--- src/rtl/ucs_pkg.sv ---
// Shared types and constants for the URI component splitter.
// Character codes, component and status codes, and the snapshot passed from scan to emit.
// Depends on nothing.
package ucs_pkg;

	localparam int MAX_URI_LEN_DEF = 4096;
	localparam int OUT_W           = 12;
	localparam int COMP_W          = 3;
	localparam int STATUS_W        = 2;
	localparam int NCOMP           = 7;

	localparam logic [7:0] CH_NUL      = 8'h00;
	localparam logic [7:0] CH_COLON    = 8'h3A;
	localparam logic [7:0] CH_SLASH    = 8'h2F;
	localparam logic [7:0] CH_QMARK    = 8'h3F;
	localparam logic [7:0] CH_HASH     = 8'h23;
	localparam logic [7:0] CH_AT       = 8'h40;
	localparam logic [7:0] CH_RBRACKET = 8'h5D;

	typedef enum logic [COMP_W-1:0] {
		COMP_SCHEME,
		COMP_USERINFO,
		COMP_HOST,
		COMP_PORT,
		COMP_PATH,
		COMP_QUERY,
		COMP_FRAGMENT
	} comp_t;

	typedef enum logic [STATUS_W-1:0] {
		ST_OK,
		ST_NO_COLON,
		ST_TOO_LONG
	} status_t;

	typedef struct packed {
		logic                        fail;
		status_t                     status;
		logic [NCOMP-1:0]            present;
		logic [NCOMP-1:0][OUT_W-1:0] start;
		logic [NCOMP-1:0][OUT_W-1:0] stop;
	} snap_t;

endpackage

--- src/rtl/ucs_if.sv ---
// Valid/ready channel interfaces for the URI component splitter.
// ucs_in_if carries characters, ucs_out_if carries component results; uses ucs_pkg widths.
interface ucs_in_if;
	logic       valid;
	logic       ready;
	logic       kind;
	logic [7:0] char_byte;

	modport source (output valid, output kind, output char_byte, input ready);
	modport sink (input valid, input kind, input char_byte, output ready);
endinterface

interface ucs_out_if;
	logic                         valid;
	logic                         ready;
	logic [ucs_pkg::COMP_W-1:0]   component;
	logic                         present;
	logic [ucs_pkg::OUT_W-1:0]    start_res;
	logic [ucs_pkg::OUT_W-1:0]    length;
	logic [ucs_pkg::STATUS_W-1:0] status;
	logic                         last;

	modport source (output valid, output component, output present, output start_res,
		output length, output status, output last, input ready);
	modport sink (input valid, input component, input present, input start_res,
		input length, input status, input last, output ready);
endinterface

--- src/rtl/ucs_scan.sv ---
// Input register and per-character scanner of the URI component splitter.
// Tracks delimiter positions and builds the end-of-string snapshot; uses ucs_pkg, ucs_in_if.
module ucs_scan #(
	parameter int MAX_URI_LEN = ucs_pkg::MAX_URI_LEN_DEF
) (
	input  logic           clk,
	input  logic           arst_n,
	ucs_in_if.sink         in_item,
	output logic           snap_valid,
	output ucs_pkg::snap_t snap,
	input  logic           snap_ready
);
	import ucs_pkg::*;

	localparam int PW = $clog2(MAX_URI_LEN);
	localparam logic [PW-1:0] LAST_POS = PW'(MAX_URI_LEN - 1);
	localparam logic [PW-1:0] ONE      = PW'(1);

	typedef enum logic [2:0] {
		PH_SCHEME,
		PH_SLASH1,
		PH_SLASH2,
		PH_AUTH,
		PH_PATH,
		PH_QUERY,
		PH_FRAG
	} phase_t;

	function automatic logic [OUT_W-1:0] to12(input logic [PW-1:0] v);
		logic [PW+OUT_W-1:0] t;
		t = {{OUT_W{1'b0}}, v};
		return t[OUT_W-1:0];
	endfunction

	logic          v_s1;
	logic          kind_s1;
	logic [7:0]    char_s1;
	logic          end_s1;
	logic          go_s1;

	phase_t        phase_q, phase_n;
	logic [PW-1:0] pos_q, pos_n;
	logic [PW-1:0] scheme_end_q, scheme_end_n;
	logic [PW-1:0] auth_start_q, auth_start_n;
	logic [PW-1:0] auth_end_q, auth_end_n;
	logic [PW-1:0] path_start_q, path_start_n;
	logic [PW-1:0] at_q, at_n;
	logic [PW-1:0] colon_q, colon_n;
	logic [PW-1:0] br_q, br_n;
	logic [PW-1:0] qs_q, qs_n;
	logic [PW-1:0] fs_q, fs_n;
	logic          at_seen_q, at_seen_n;
	logic          colon_seen_q, colon_seen_n;
	logic          br_seen_q, br_seen_n;
	logic          q_seen_q, q_seen_n;
	logic          f_seen_q, f_seen_n;
	logic          auth_seen_q, auth_seen_n;
	logic          too_long_q, too_long_n;

	logic [PW-1:0] path_start_f;
	logic [PW-1:0] auth_end_f;
	logic [PW-1:0] host_s;
	logic [PW-1:0] host_e;
	logic [PW-1:0] q_e;
	logic [PW-1:0] path_e;
	logic          port;

	assign end_s1        = kind_s1 || (char_s1 == CH_NUL);
	assign go_s1         = v_s1 && (!end_s1 || snap_ready);
	assign in_item.ready = !v_s1 || go_s1;
	assign snap_valid    = v_s1 && end_s1;

	always_ff @(posedge clk or negedge arst_n) begin
		if (!arst_n) begin
			v_s1 <= 1'b0;
		end else if (in_item.ready) begin
			v_s1 <= in_item.valid;
		end
	end

	always_ff @(posedge clk) begin
		if (in_item.ready && in_item.valid) begin
			kind_s1 <= in_item.kind;
			char_s1 <= in_item.char_byte;
		end
	end

	always_comb begin
		phase_n      = phase_q;
		pos_n        = pos_q;
		scheme_end_n = scheme_end_q;
		auth_start_n = auth_start_q;
		auth_end_n   = auth_end_q;
		path_start_n = path_start_q;
		at_n         = at_q;
		colon_n      = colon_q;
		br_n         = br_q;
		qs_n         = qs_q;
		fs_n         = fs_q;
		at_seen_n    = at_seen_q;
		colon_seen_n = colon_seen_q;
		br_seen_n    = br_seen_q;
		q_seen_n     = q_seen_q;
		f_seen_n     = f_seen_q;
		auth_seen_n  = auth_seen_q;
		too_long_n   = too_long_q;
		if (go_s1) begin
			if (end_s1) begin
				phase_n      = PH_SCHEME;
				pos_n        = '0;
				scheme_end_n = '0;
				auth_start_n = '0;
				auth_end_n   = '0;
				path_start_n = '0;
				at_n         = '0;
				colon_n      = '0;
				br_n         = '0;
				qs_n         = '0;
				fs_n         = '0;
				at_seen_n    = 1'b0;
				colon_seen_n = 1'b0;
				br_seen_n    = 1'b0;
				q_seen_n     = 1'b0;
				f_seen_n     = 1'b0;
				auth_seen_n  = 1'b0;
				too_long_n   = 1'b0;
			end else if (too_long_q || pos_q >= LAST_POS) begin
				too_long_n = 1'b1;
			end else begin
				pos_n = pos_q + ONE;
				case (phase_q)
					PH_SCHEME: begin
						if (char_s1 == CH_COLON) begin
							scheme_end_n = pos_q;
							phase_n      = PH_SLASH1;
						end
					end
					PH_SLASH1: begin
						if (char_s1 == CH_SLASH) begin
							phase_n = PH_SLASH2;
						end else begin
							path_start_n = pos_q;
							phase_n      = PH_PATH;
						end
					end
					PH_SLASH2: begin
						if (char_s1 == CH_SLASH) begin
							auth_start_n = pos_q + ONE;
							auth_seen_n  = 1'b1;
							phase_n      = PH_AUTH;
						end else begin
							path_start_n = pos_q - ONE;
							phase_n      = PH_PATH;
						end
					end
					PH_AUTH: begin
						if (char_s1 == CH_SLASH || char_s1 == CH_QMARK ||
								char_s1 == CH_HASH) begin
							auth_end_n   = pos_q;
							path_start_n = pos_q;
							phase_n      = PH_PATH;
						end else if (char_s1 == CH_AT) begin
							at_n      = pos_q;
							at_seen_n = 1'b1;
						end else if (char_s1 == CH_COLON) begin
							colon_n      = pos_q;
							colon_seen_n = 1'b1;
						end else if (char_s1 == CH_RBRACKET) begin
							br_n      = pos_q;
							br_seen_n = 1'b1;
						end
					end
					default: begin
					end
				endcase
				if (phase_n == PH_PATH && char_s1 == CH_QMARK) begin
					qs_n     = pos_q + ONE;
					q_seen_n = 1'b1;
					phase_n  = PH_QUERY;
				end else if ((phase_n == PH_PATH || phase_n == PH_QUERY) &&
						char_s1 == CH_HASH) begin
					fs_n     = pos_q + ONE;
					f_seen_n = 1'b1;
					phase_n  = PH_FRAG;
				end
			end
		end
	end

	always_ff @(posedge clk or negedge arst_n) begin
		if (!arst_n) begin
			phase_q      <= PH_SCHEME;
			pos_q        <= '0;
			scheme_end_q <= '0;
			auth_start_q <= '0;
			auth_end_q   <= '0;
			path_start_q <= '0;
			at_q         <= '0;
			colon_q      <= '0;
			br_q         <= '0;
			qs_q         <= '0;
			fs_q         <= '0;
			at_seen_q    <= 1'b0;
			colon_seen_q <= 1'b0;
			br_seen_q    <= 1'b0;
			q_seen_q     <= 1'b0;
			f_seen_q     <= 1'b0;
			auth_seen_q  <= 1'b0;
			too_long_q   <= 1'b0;
		end else begin
			phase_q      <= phase_n;
			pos_q        <= pos_n;
			scheme_end_q <= scheme_end_n;
			auth_start_q <= auth_start_n;
			auth_end_q   <= auth_end_n;
			path_start_q <= path_start_n;
			at_q         <= at_n;
			colon_q      <= colon_n;
			br_q         <= br_n;
			qs_q         <= qs_n;
			fs_q         <= fs_n;
			at_seen_q    <= at_seen_n;
			colon_seen_q <= colon_seen_n;
			br_seen_q    <= br_seen_n;
			q_seen_q     <= q_seen_n;
			f_seen_q     <= f_seen_n;
			auth_seen_q  <= auth_seen_n;
			too_long_q   <= too_long_n;
		end
	end

	always_comb begin
		case (phase_q)
			PH_SLASH1: path_start_f = pos_q;
			PH_SLASH2: path_start_f = pos_q - ONE;
			PH_AUTH:   path_start_f = pos_q;
			default:   path_start_f = path_start_q;
		endcase
		auth_end_f = (phase_q == PH_AUTH) ? pos_q : auth_end_q;
		host_s     = at_seen_q ? at_q + ONE : auth_start_q;
		port       = colon_seen_q && (!at_seen_q || colon_q > at_q) &&
			(!br_seen_q || colon_q > br_q);
		host_e     = port ? colon_q : auth_end_f;
		q_e        = f_seen_q ? fs_q - ONE : pos_q;
		path_e     = q_seen_q ? qs_q - ONE : q_e;

		snap.fail    = too_long_q || (phase_q == PH_SCHEME);
		snap.status  = too_long_q ? ST_TOO_LONG : ST_NO_COLON;
		snap.present = '0;
		snap.start   = '0;
		snap.stop    = '0;

		snap.present[COMP_SCHEME] = 1'b1;
		snap.stop[COMP_SCHEME]    = to12(scheme_end_q);
		if (auth_seen_q && at_seen_q) begin
			snap.present[COMP_USERINFO] = 1'b1;
			snap.start[COMP_USERINFO]   = to12(auth_start_q);
			snap.stop[COMP_USERINFO]    = to12(at_q);
		end
		if (auth_seen_q) begin
			snap.present[COMP_HOST] = 1'b1;
			snap.start[COMP_HOST]   = to12(host_s);
			snap.stop[COMP_HOST]    = to12(host_e);
		end
		if (auth_seen_q && port) begin
			snap.present[COMP_PORT] = 1'b1;
			snap.start[COMP_PORT]   = to12(colon_q + ONE);
			snap.stop[COMP_PORT]    = to12(auth_end_f);
		end
		snap.present[COMP_PATH] = 1'b1;
		snap.start[COMP_PATH]   = to12(path_start_f);
		snap.stop[COMP_PATH]    = to12(path_e);
		if (q_seen_q) begin
			snap.present[COMP_QUERY] = 1'b1;
			snap.start[COMP_QUERY]   = to12(qs_q);
			snap.stop[COMP_QUERY]    = to12(q_e);
		end
		if (f_seen_q) begin
			snap.present[COMP_FRAGMENT] = 1'b1;
			snap.start[COMP_FRAGMENT]   = to12(fs_q);
			snap.stop[COMP_FRAGMENT]    = to12(pos_q);
		end
	end

endmodule

--- src/rtl/ucs_emit.sv ---
// Result sequencer of the URI component splitter.
// Holds one snapshot and sends its results through an output register; uses ucs_pkg, ucs_out_if.
module ucs_emit (
	input  logic           clk,
	input  logic           arst_n,
	input  logic           snap_valid,
	input  ucs_pkg::snap_t snap,
	output logic           snap_ready,
	ucs_out_if.source      out_item
);
	import ucs_pkg::*;

	snap_t             snap_q;
	logic              busy_q;
	logic [COMP_W-1:0] idx_q;
	logic              load;
	logic              last_now;

	logic              valid_q;
	logic [COMP_W-1:0] component_q;
	logic              present_q;
	logic [OUT_W-1:0]  start_q;
	logic [OUT_W-1:0]  length_q;
	logic [STATUS_W-1:0] status_q;
	logic              last_q;

	assign load       = busy_q && (!valid_q || out_item.ready);
	assign last_now   = snap_q.fail || (idx_q == COMP_FRAGMENT);
	assign snap_ready = !busy_q || (load && last_now);

	always_ff @(posedge clk or negedge arst_n) begin
		if (!arst_n) begin
			busy_q  <= 1'b0;
			idx_q   <= '0;
			valid_q <= 1'b0;
		end else begin
			if (snap_valid && snap_ready) begin
				busy_q <= 1'b1;
				idx_q  <= '0;
			end else if (load && last_now) begin
				busy_q <= 1'b0;
			end else if (load) begin
				idx_q <= idx_q + COMP_W'(1);
			end
			if (load) begin
				valid_q <= 1'b1;
			end else if (out_item.ready) begin
				valid_q <= 1'b0;
			end
		end
	end

	always_ff @(posedge clk) begin
		if (snap_valid && snap_ready) begin
			snap_q <= snap;
		end
		if (load) begin
			if (snap_q.fail) begin
				component_q <= COMP_SCHEME;
				present_q   <= 1'b0;
				start_q     <= '0;
				length_q    <= '0;
				status_q    <= snap_q.status;
				last_q      <= 1'b1;
			end else begin
				component_q <= idx_q;
				present_q   <= snap_q.present[idx_q];
				start_q     <= snap_q.start[idx_q];
				length_q    <= snap_q.stop[idx_q] - snap_q.start[idx_q];
				status_q    <= ST_OK;
				last_q      <= (idx_q == COMP_FRAGMENT);
			end
		end
	end

	assign out_item.valid     = valid_q;
	assign out_item.component = component_q;
	assign out_item.present   = present_q;
	assign out_item.start_res = start_q;
	assign out_item.length    = length_q;
	assign out_item.status    = status_q;
	assign out_item.last      = last_q;

endmodule

--- src/rtl/uri_component_splitter_core.sv ---
// Top level of the URI component splitter: scanner followed by result sequencer.
// Depends on ucs_pkg, ucs_if, ucs_scan and ucs_emit.
//
// in_item takes one transaction per character (kind 0) and one to close the string
// (kind 1, or a zero character). Characters are taken at one per clock, back to back.
// out_item gives seven component transactions per string (scheme, userinfo, host,
// port, path, query, fragment, last set on the fragment), or a single failure
// transaction with status no-colon or too-long and last set.
// The end-of-string passes the input and snapshot registers before the first result
// reaches the output register; the rest follow one per cycle if the receiver is ready.
// Characters of the next string are taken while the previous results drain; the
// scanner holds only a second end-of-string until the sequencer has taken the last
// result of the first.
// A stalled receiver holds the output register; the sequencer and then the input
// stop in turn. Reset clears control state, not data registers; nothing is pending.
module uri_component_splitter_core #(
	parameter int MAX_URI_LEN = ucs_pkg::MAX_URI_LEN_DEF
) (
	input  logic      clk,
	input  logic      arst_n,
	ucs_in_if.sink    in_item,
	ucs_out_if.source out_item
);
	import ucs_pkg::*;

	logic  snap_valid;
	logic  snap_ready;
	snap_t snap;

	ucs_scan #(
		.MAX_URI_LEN(MAX_URI_LEN)
	) u_scan (
		.clk        (clk),
		.arst_n     (arst_n),
		.in_item    (in_item),
		.snap_valid (snap_valid),
		.snap       (snap),
		.snap_ready (snap_ready)
	);

	ucs_emit u_emit (
		.clk        (clk),
		.arst_n     (arst_n),
		.snap_valid (snap_valid),
		.snap       (snap),
		.snap_ready (snap_ready),
		.out_item   (out_item)
	);

endmodule
--- src/flat_wrapper.sv ---
// flat-port wrapper written by rule: the top's interface ports become plain ports
module uri_component_splitter_core_flat import ucs_pkg::*;
#(
	parameter int MAX_URI_LEN = ucs_pkg::MAX_URI_LEN_DEF
)
  (clk, arst_n, in_item_valid, in_item_kind, in_item_char_byte, in_item_ready, out_item_valid, out_item_component, out_item_present, out_item_start_res, out_item_length, out_item_status, out_item_last, out_item_ready);
  ucs_in_if in_item_i ();
  ucs_out_if out_item_i ();
  input  logic clk;
  input  logic arst_n;
  input wire logic [$bits(in_item_i.valid)-1:0] in_item_valid;
  input wire logic [$bits(in_item_i.kind)-1:0] in_item_kind;
  input wire logic [$bits(in_item_i.char_byte)-1:0] in_item_char_byte;
  output wire logic [$bits(in_item_i.ready)-1:0] in_item_ready;
  output wire logic [$bits(out_item_i.valid)-1:0] out_item_valid;
  output wire logic [$bits(out_item_i.component)-1:0] out_item_component;
  output wire logic [$bits(out_item_i.present)-1:0] out_item_present;
  output wire logic [$bits(out_item_i.start_res)-1:0] out_item_start_res;
  output wire logic [$bits(out_item_i.length)-1:0] out_item_length;
  output wire logic [$bits(out_item_i.status)-1:0] out_item_status;
  output wire logic [$bits(out_item_i.last)-1:0] out_item_last;
  input wire logic [$bits(out_item_i.ready)-1:0] out_item_ready;
  assign in_item_i.valid = in_item_valid;
  assign in_item_i.kind = in_item_kind;
  assign in_item_i.char_byte = in_item_char_byte;
  assign in_item_ready = in_item_i.ready;
  assign out_item_valid = out_item_i.valid;
  assign out_item_component = out_item_i.component;
  assign out_item_present = out_item_i.present;
  assign out_item_start_res = out_item_i.start_res;
  assign out_item_length = out_item_i.length;
  assign out_item_status = out_item_i.status;
  assign out_item_last = out_item_i.last;
  assign out_item_i.ready = out_item_ready;
  uri_component_splitter_core #(.MAX_URI_LEN(MAX_URI_LEN)) u_core (.clk(clk), .arst_n(arst_n), .in_item(in_item_i), .out_item(out_item_i));
endmodule
--- config.mk ---
export PLATFORM = sky130hd
export DESIGN_NAME = uri_component_splitter_core_flat
export DESIGN_NICKNAME = d
export VERILOG_FILES = /design/src/rtl/ucs_pkg.sv /design/src/rtl/ucs_if.sv /design/src/rtl/ucs_scan.sv /design/src/rtl/ucs_emit.sv /design/src/rtl/uri_component_splitter_core.sv /design/src/flat_wrapper.sv
export SDC_FILE = /design/constraint.sdc
export NUM_CORES = 1
export LEC_CHECK = 0
export BUFFER_PORTS_ARGS = -buffer_cell sky130_fd_sc_hd__buf_2
export CORE_MARGIN = 2
export CORE_UTILIZATION = 50
export CTS_BUF_LIST = sky130_fd_sc_hd__clkbuf_8
export DETAILED_ROUTE_END_ITERATION = 6
export MAX_ROUTING_LAYER = met4
export PLACE_DENSITY = 0.66
export SLEW_MARGIN = 15
export SYNTH_ARGS = -nofsm -noshare
export SYNTH_HDL_FRONTEND = slang
export SYNTH_SLANG_ARGS = --single-unit
--- constraint.sdc ---
create_clock -name clk -period 19.21 [get_ports clk]
set_input_delay 1.921 -clock clk [delete_from_list [all_inputs] [get_ports clk]]
set_output_delay 1.921 -clock clk [all_outputs]
set_load 0.02 [all_outputs]
==> results of run 1 <==
cell type report:
type                            count  area (um2)  area share
Sequential cell                   340        9532      0.5031
Multi-Input combinational cell   1065        7074      0.3734
Clock buffer                       63       867.1     0.04576
Tap cell                          455       569.3     0.03005
Timing Repair Buffer               64       374.1     0.01975
Clock inverter                     45       279.0     0.01473
Inverter                           65       249.0     0.01314
Antenna cell                        1       2.502   0.0001321
routing by layer:
metal / vias to the layer above / GRT usage / routed length (um)
li1: 5702 / - / -
met1: 5924 / 0.3582 / 19710
met2: 492 / 0.3859 / 19890
met3: 88 / 0.05921 / 3699
met4: 0 / 0.1017 / 1489
met5: - / - / 0
placed cells by master, fill, tap and decap left out, drive strengths merged, types with 33 or more instances in the layout:
master and count:
mux2i 78, nand3 41, nor2 120, a21oi 69, ha 43, clkbuf 63
buf 64, inv 85, dfrtp 136, edfxtp 204, mux2 34, o21ai 118
xnor2 36, and3 33, nand2 176, and2 62
cells by family (layout without fill, tap and decap cells):
logic type,after synthesis,count (layout)
AND/OR/NAND/NOR,538,538
flip-flops,340,340
AO/OA/AOI/OAI,298,298
buffers and inverters,165,237
multiplexers,124,124
XOR/XNOR,61,61
adder cells (fa/ha/maj),44,44
other,0,1
per-stage QoR:
stage,worst slack (ps),hold slack (ps),utilization,area (um2),cells
global placement,14480,431.2,0.5191,17800,1989
floorplan,11770,423.1,-,17270,1570
finish,14110,448.1,0.5526,18950,2098
CTS,14080,449.0,0.5525,18940,2097
detailed placement,14480,433.3,0.5191,17800,1989
global route,13880,461.2,0.5526,18950,2098
where the power goes:
group / switching [mW] / internal [mW]
clock: 0.303 / 0.343
sequential: 0.0402 / 0.821
combinational: 0.129 / 0.0583
total: 0.472 / 1.22
state kept, by name, indices dropped and copies added, names as in the netlist, 8 cells and up:
register / cells
u_core.u_scan.scheme_end_q: 12
u_core.u_scan.colon_q: 12
u_core.u_scan.char_s1: 8
u_core.u_scan.pos_q: 12
u_core.u_scan.auth_end_q: 12
u_core.u_emit.out_item.length: 12
u_core.u_scan.qs_q: 12
u_core.u_scan.at_q: 12
u_core.u_scan.path_start_q: 12
u_core.u_scan.auth_start_q: 12
u_core.u_scan.fs_q: 12
u_core.u_emit.out_item.start_res: 12
u_core.u_emit.snap_q: 164
u_core.u_scan.br_q: 12
path summary, 6_finish.rpt:
| check | from | endpoint | slack (ps) | depth (start not counted) |
|---|---|---|---|---|
| setup / recovery | u_core.u_emit.idx_q[0]$_DFFE_PN0P_ | in_item_ready | 14110 | 8 |
| hold / removal | u_core.u_scan.scheme_end_q[8]$_DFFE_PN0P_ | u_core.u_emit.snap_q[8]$_DFFE_PP_ | 450 | 0 |
| setup reg to reg | u_core.u_emit.idx_q[1]$_DFFE_PN0P_ | u_core.u_emit.out_item.length[10]$_SDFFCE_PP0P_ | 14720 | 12 |
| hold reg to reg | u_core.u_scan.scheme_end_q[8]$_DFFE_PN0P_ | u_core.u_emit.snap_q[8]$_DFFE_PP_ | 450 | 0 |
| max in group asynchronous | arst_n | u_core.u_scan.f_seen_q$_DFFE_PN0P_ | 16640 | 2 |
| min in group asynchronous | arst_n | u_core.u_scan.br_q[10]$_DFFE_PN0P_ | 1340 | 1 |
worst reg2reg max path, cell delays in order, from the launching register on:
cell and delay, ps:
dfrtp_2 600, buf_4 650, nor2b_1 710, nand2_1 100
o21ai_0 110, o21ai_0 170, ha_1 390, nor2b_1 180
o21ai_0 110, a21boi_0 470, o21ai_0 200, o21ai_0 210
mux2_2 350
==> metrics, run 1 <==
Critical Path, Cell by Cell buf_4 > inv_1 > ha_1 > a21oi_1 > buf_4 > o21a_1 > nand3_1 > buf_2; fillers 2931; Reg clk slew, reported paths ~60 ps; initial antenna violation count 1; dominant cell by count in the synthesized netlist edfxtp_1; adder-cell share of the synthesized area 0.03232; Worst setup EP type output pin; Buffers on Ports 45; via total after detailed routing around 12000; Yosys top cell area share 0.3548; die extent in y approximately 190 um; Slowest-stage cell, CP buf_4; most common library cells after synthesis edfxtp_1, nand2_1, dfrtp_1; GRT Util Overall 0.2630; Synth area leaders edfxtp_1, dfrtp_1, mux2i_1, nand2_1, o21ai_0; Leak 7.605 nW; CTS tree done; Worst-Skew Late Latency about 660 ps; # DRC 0; Placer Congestion slightly above 0.9; synthesis-to-finish area growth 9.732%; clk sinks between 300 and 400; Worst Path Arrival ~3200 ps; number of DRC markers in iteration 0 1102; Worst Tran Pin Value 1119 ps; xor/xnor cell area share of the yosys netlist 0.03094; largest net degree at the start of global routing between 100 and 150; PostCTS Resize Cnt 0; final hold violations 0; Vias/cell a little under 6; Die X ~190 um; post-synthesis compound-gate area fraction 0.1109; Startpoint Class flip-flop; Fmax 0.1963 GHz; total power between 1.5 and 2 mW; Worst path most repeated cell buf_4; DR WL/cell between 20 and 25 um; die area roughly 36000 um2; Syn Inst Count ~1600; Tmin final 5095 ps; Initial DRT Pass Iterations 6; htree depth 2; status finished clean; Synth Flop Type edfxtp_1; final wirelength 44780 um; yosys warns 0; Cell Pwr Density 89.41 nW/um2; Ports 46; Congestion Overflow GR 0; CTS Root Cell clkbuf_8; period utilization 0.2652; Final Net Count 1650; ys async rst share 0.4000; hpwl dp 30680 um; RSZ-0062 raised after global routing no; Post-synth EDFFs 204; biggest cell delay along the critical path between 500 and 600 ps; max-slew violations 0; initial core utilization 0.5036; post-synthesis instance area between 15000 and 20000 um2; largest family of logic cells by synthesized area simple AND/OR/NAND/NOR gates; cts bufs inserted 57; WP buf/inv 4; multiplexer share of the synthesized area 0.08348; Final Setup Violations 0; Post-DRT Antenna Nets 0; crit-path max FO 46; Yosys reg bits 340; vias in the first global route 11741; # Post-CTS Setup Buffers 0; unique cell type count in the Yosys netlist between 70 and 80; Clock Tree Buf Depth 3; VDD IR max between 0.05 and 0.06 mV; Max Cap Violations 0; mean post-synth cell area approximately 11 um2; Core ar. 34290 um2; Setup TNS 0 ps; Syn Nets between 1500 and 2000; cts hold-fix bufs 0; row count 68; first-pass GRT wire length 69150 um; Crit Path Class flip-flop to output pin; max_slew headroom 0.2539; clk_skew about 23 ps; Critical Path RT about 17000 ps; Seq/Total Area, Yosys 0.5519; crit-path leading delay family buffers and inverters; fraction of layout cells with a size suffix above 1 0.1309; area leader, netlist edfxtp_1; simple-gate share of the synthesized area 0.1520; hold crit path type flip-flop to flip-flop
No activity file was read; power rests on OpenSTA's default activity.
==> inputs of run 2 (changes only) <==
--- a/config.mk
+++ b/config.mk
@@ -11,7 +11,7 @@
 export CTS_BUF_LIST = sky130_fd_sc_hd__clkbuf_8
 export DETAILED_ROUTE_END_ITERATION = 6
 export MAX_ROUTING_LAYER = met4
-export PLACE_DENSITY = 0.66
+export PLACE_DENSITY = 0.69
 export SLEW_MARGIN = 15
 export SYNTH_ARGS = -nofsm -noshare
 export SYNTH_HDL_FRONTEND = slang
==> constraint.sdc (replaced) <==
create_clock -name clk -period 4.3 [get_ports clk]
set_input_delay 0.43 -clock clk [delete_from_list [all_inputs] [get_ports clk]]
set_output_delay 0.43 -clock clk [all_outputs]
set_load 0.02 [all_outputs]
==> run 2 against run 1 <==
  * Via count increased by 1.3%
  * Register-to-register slack got worse by 14000 ps
  * Cell area increased by 1.4%
  * Sequential power increased to 4.4 times the previous value
  * Flip-flop and latch count unchanged
  * Clock skew increased by 18 ps
  * Critical path type is now flip-flop to flip-flop
  * Critical endpoint is now u_core.u_emit.out_item.length[10]$_SDFFCE_PP0P_
  * Largest cell class unchanged
  * Highest routed layer unchanged
==> metrics, run 2 (same netlist as run 1, synthesis figures left out) <==
DR WL/cell 21.18 um (-0.79%); synthesis-to-finish area growth 11.31%; commonest cells after routing, fill and taps aside edfxtp_1, nand2_1, dfrtp_1, nor2_1, o21ai_0; Worst path most repeated cell o21ai_0; Final Net Count 1677 (+1.6%); period utilization 0.9034; commonest non-fill, non-tap cell in the layout edfxtp_1; Top reg by flops u_core.u_emit.snap_q; RSZ-0062 raised after global routing no; Final Setup Violations 0 (unchanged); number of DRC markers in iteration 0 1273 (+16%); R2R Path Start u_core.u_emit.idx_q[0]$_DFFE_PN0P_; hpwl dp 31700 um (+3.3%); Critical Path, Cell by Cell nor2b_1 > buf_4 > a21oi_1 > a21o_1 > fa_1 > nor2b_1 > o21ai_0 > a21boi_0 > o21ai_0 > o21ai_0 > mux2_2; Critical Path RT 4680 ps (-12610 ps); DR WL met2 20810 um (+4.7%); Worst setup EP type flip-flop; Cell Pwr Density 397.7 nW/um2 (+340%); cts bufs inserted 55 (-3.5%); crit-path max FO 20 (-57%); Setup TNS 0 ps (unchanged); Vias/cell 5.831 (+0.23%); Worst-Skew Late Latency 640 ps (-20 ps); post-route insts no fill 2120 (+1.0%); row count 68 (unchanged); crit-path leading delay family compound AO/OA/AOI/OAI gates; GRT Util Overall 0.2625 (-0.0005175); CTS Root Cell clkbuf_8; clk_skew 41.26 ps (+18.23 ps); final hold violations 0 (unchanged); Fmax approximately 0.26 GHz; Crit Path Class flip-flop to flip-flop; Tmin final roughly 3900 ps; clk sinks 340 (unchanged); Ports 46 (unchanged); Slowest-stage cell, CP dfrtp_2; Buffers on Ports 45 (unchanged); Core ar. 34290 um2 (unchanged); Congestion Overflow GR 0 (unchanged); placed insts 2007 (+0.90%); hold crit path type input port to flip-flop; fraction of layout cells with a size suffix above 1 0.1376 (+0.006682); Worst Path Arrival 4270 ps (+1100 ps); die extent in y 189.8 um (unchanged); HP Start out_item_ready; vias in the first global route 11747 (+0.051%); max-slew violations 0 (unchanged); die area 36040 um2 (unchanged); total power 7.644 mW (+350%); initial core utilization 0.5036 (unchanged); VDD IR max 0.2961 mV (+420%); first-pass GRT wire length 69530 um (+0.55%); Worst Tran Pin Value 1023 ps (-95.97 ps); Placer Congestion 0.9184 (+0.86%); WP buf/inv 1 (-3); Clock Tree Buf Depth 3 (unchanged); Startpoint Class flip-flop; Post-Route Hold Slack 140.4 ps (-307.7 ps); Die X 189.8 um (unchanged); Leak 7.746 nW (+1.9%); Max Cap Violations 0 (unchanged); CTS tree done; htree depth 2 (unchanged); fillers 2830 (-3.4%); Critical Path Start u_core.u_emit.idx_q[0]$_DFFE_PN0P_; largest net degree at the start of global routing 97 (-4.0%); highest metal used met4; initial antenna violation count 0 (-1); met3 WL 3248 um (-12%); # DRC 0 (unchanged); Post-DRT Antenna Nets 0 (unchanged); biggest cell delay along the critical path 730 ps (+220 ps); M1 WL 19690 um (about the same); number of flip-flops in the largest register 164 (unchanged); Initial DRT Pass Iterations 5 (-1); Reg clk slew, reported paths 60 ps (about the same); via total after detailed routing 12362 (+1.3%); final wirelength 44890 um (+0.25%); status finished clean; max_slew headroom 0.3179 (+0.06398)
run 2: worst min-delay path, stage by stage:
cell and delay, ps:
buf_2 110, nand2b_1 120, nand2b_1 60
run 2: per-stage QoR:
stage / instance area, um2 / setup slack (ps) / utilization
after floorplan: 17270 / 97.86 / -
after global placement: 17950 / 510.9 / 0.5234
after detailed placement: 17950 / 452.8 / 0.5234
after CTS: 19220 / 433.9 / 0.5605
after global routing: 19220 / 71.09 / 0.5605
final: 19220 / 415.5 / 0.5605
run 2: area by class of cell:
type | count | area (um2) | share of cell area
diodes | 1 | 2.502 | 0.0001302
clock buffers | 59 | 812.0 | 0.04225
clock inverters | 42 | 349.1 | 0.01816
inverters | 65 | 249.0 | 0.01295
multi-input cells | 1065 | 7074 | 0.3681
flip-flops and latches | 340 | 9532 | 0.4959
well taps | 455 | 569.3 | 0.02962
repair buffers | 93 | 631.9 | 0.03288
run 2: worst paths after layout:
path,end,slack (ps),depth (start not counted)
worst max-delay path,u_core.u_emit.out_item.length[10]$_SDFFCE_PP0P_,420,11
worst min-delay path,u_core.u_emit.out_item.valid$_DFFE_PN0P_,140,3
worst max register to register,u_core.u_emit.out_item.length[10]$_SDFFCE_PP0P_,420,11
worst min register to register,u_core.u_emit.snap_q[1]$_DFFE_PP_,440,0
max in group asynchronous,u_core.u_scan.auth_start_q[6]$_DFFE_PN0P_,2890,3
min in group asynchronous,u_core.u_scan.colon_q[3]$_DFFE_PN0P_,390,2
run 2: report_power, final:
| part | internal [mW] | total [mW] | switching [mW] |
|---|---|---|---|
| clock | 1.64 | 2.95 | 1.32 |
| sequential | 3.67 | 3.78 | 0.109 |
| combinational | 0.287 | 0.913 | 0.626 |
run 2: routing by layer:
layer / global-route usage / vias up
li1: - / 5741
met1: 0.3655 / 6038
met2: 0.3947 / 507
met3: 0.04999 / 76
met4: 0.07662 / 0
met5: - / -
run 2: timing repair:
item,in CTS,in global routing
endpoints found under the hold margin,71,0
gates resized for setup,0,0
hold buffers,11,0
buffers inserted,0,0
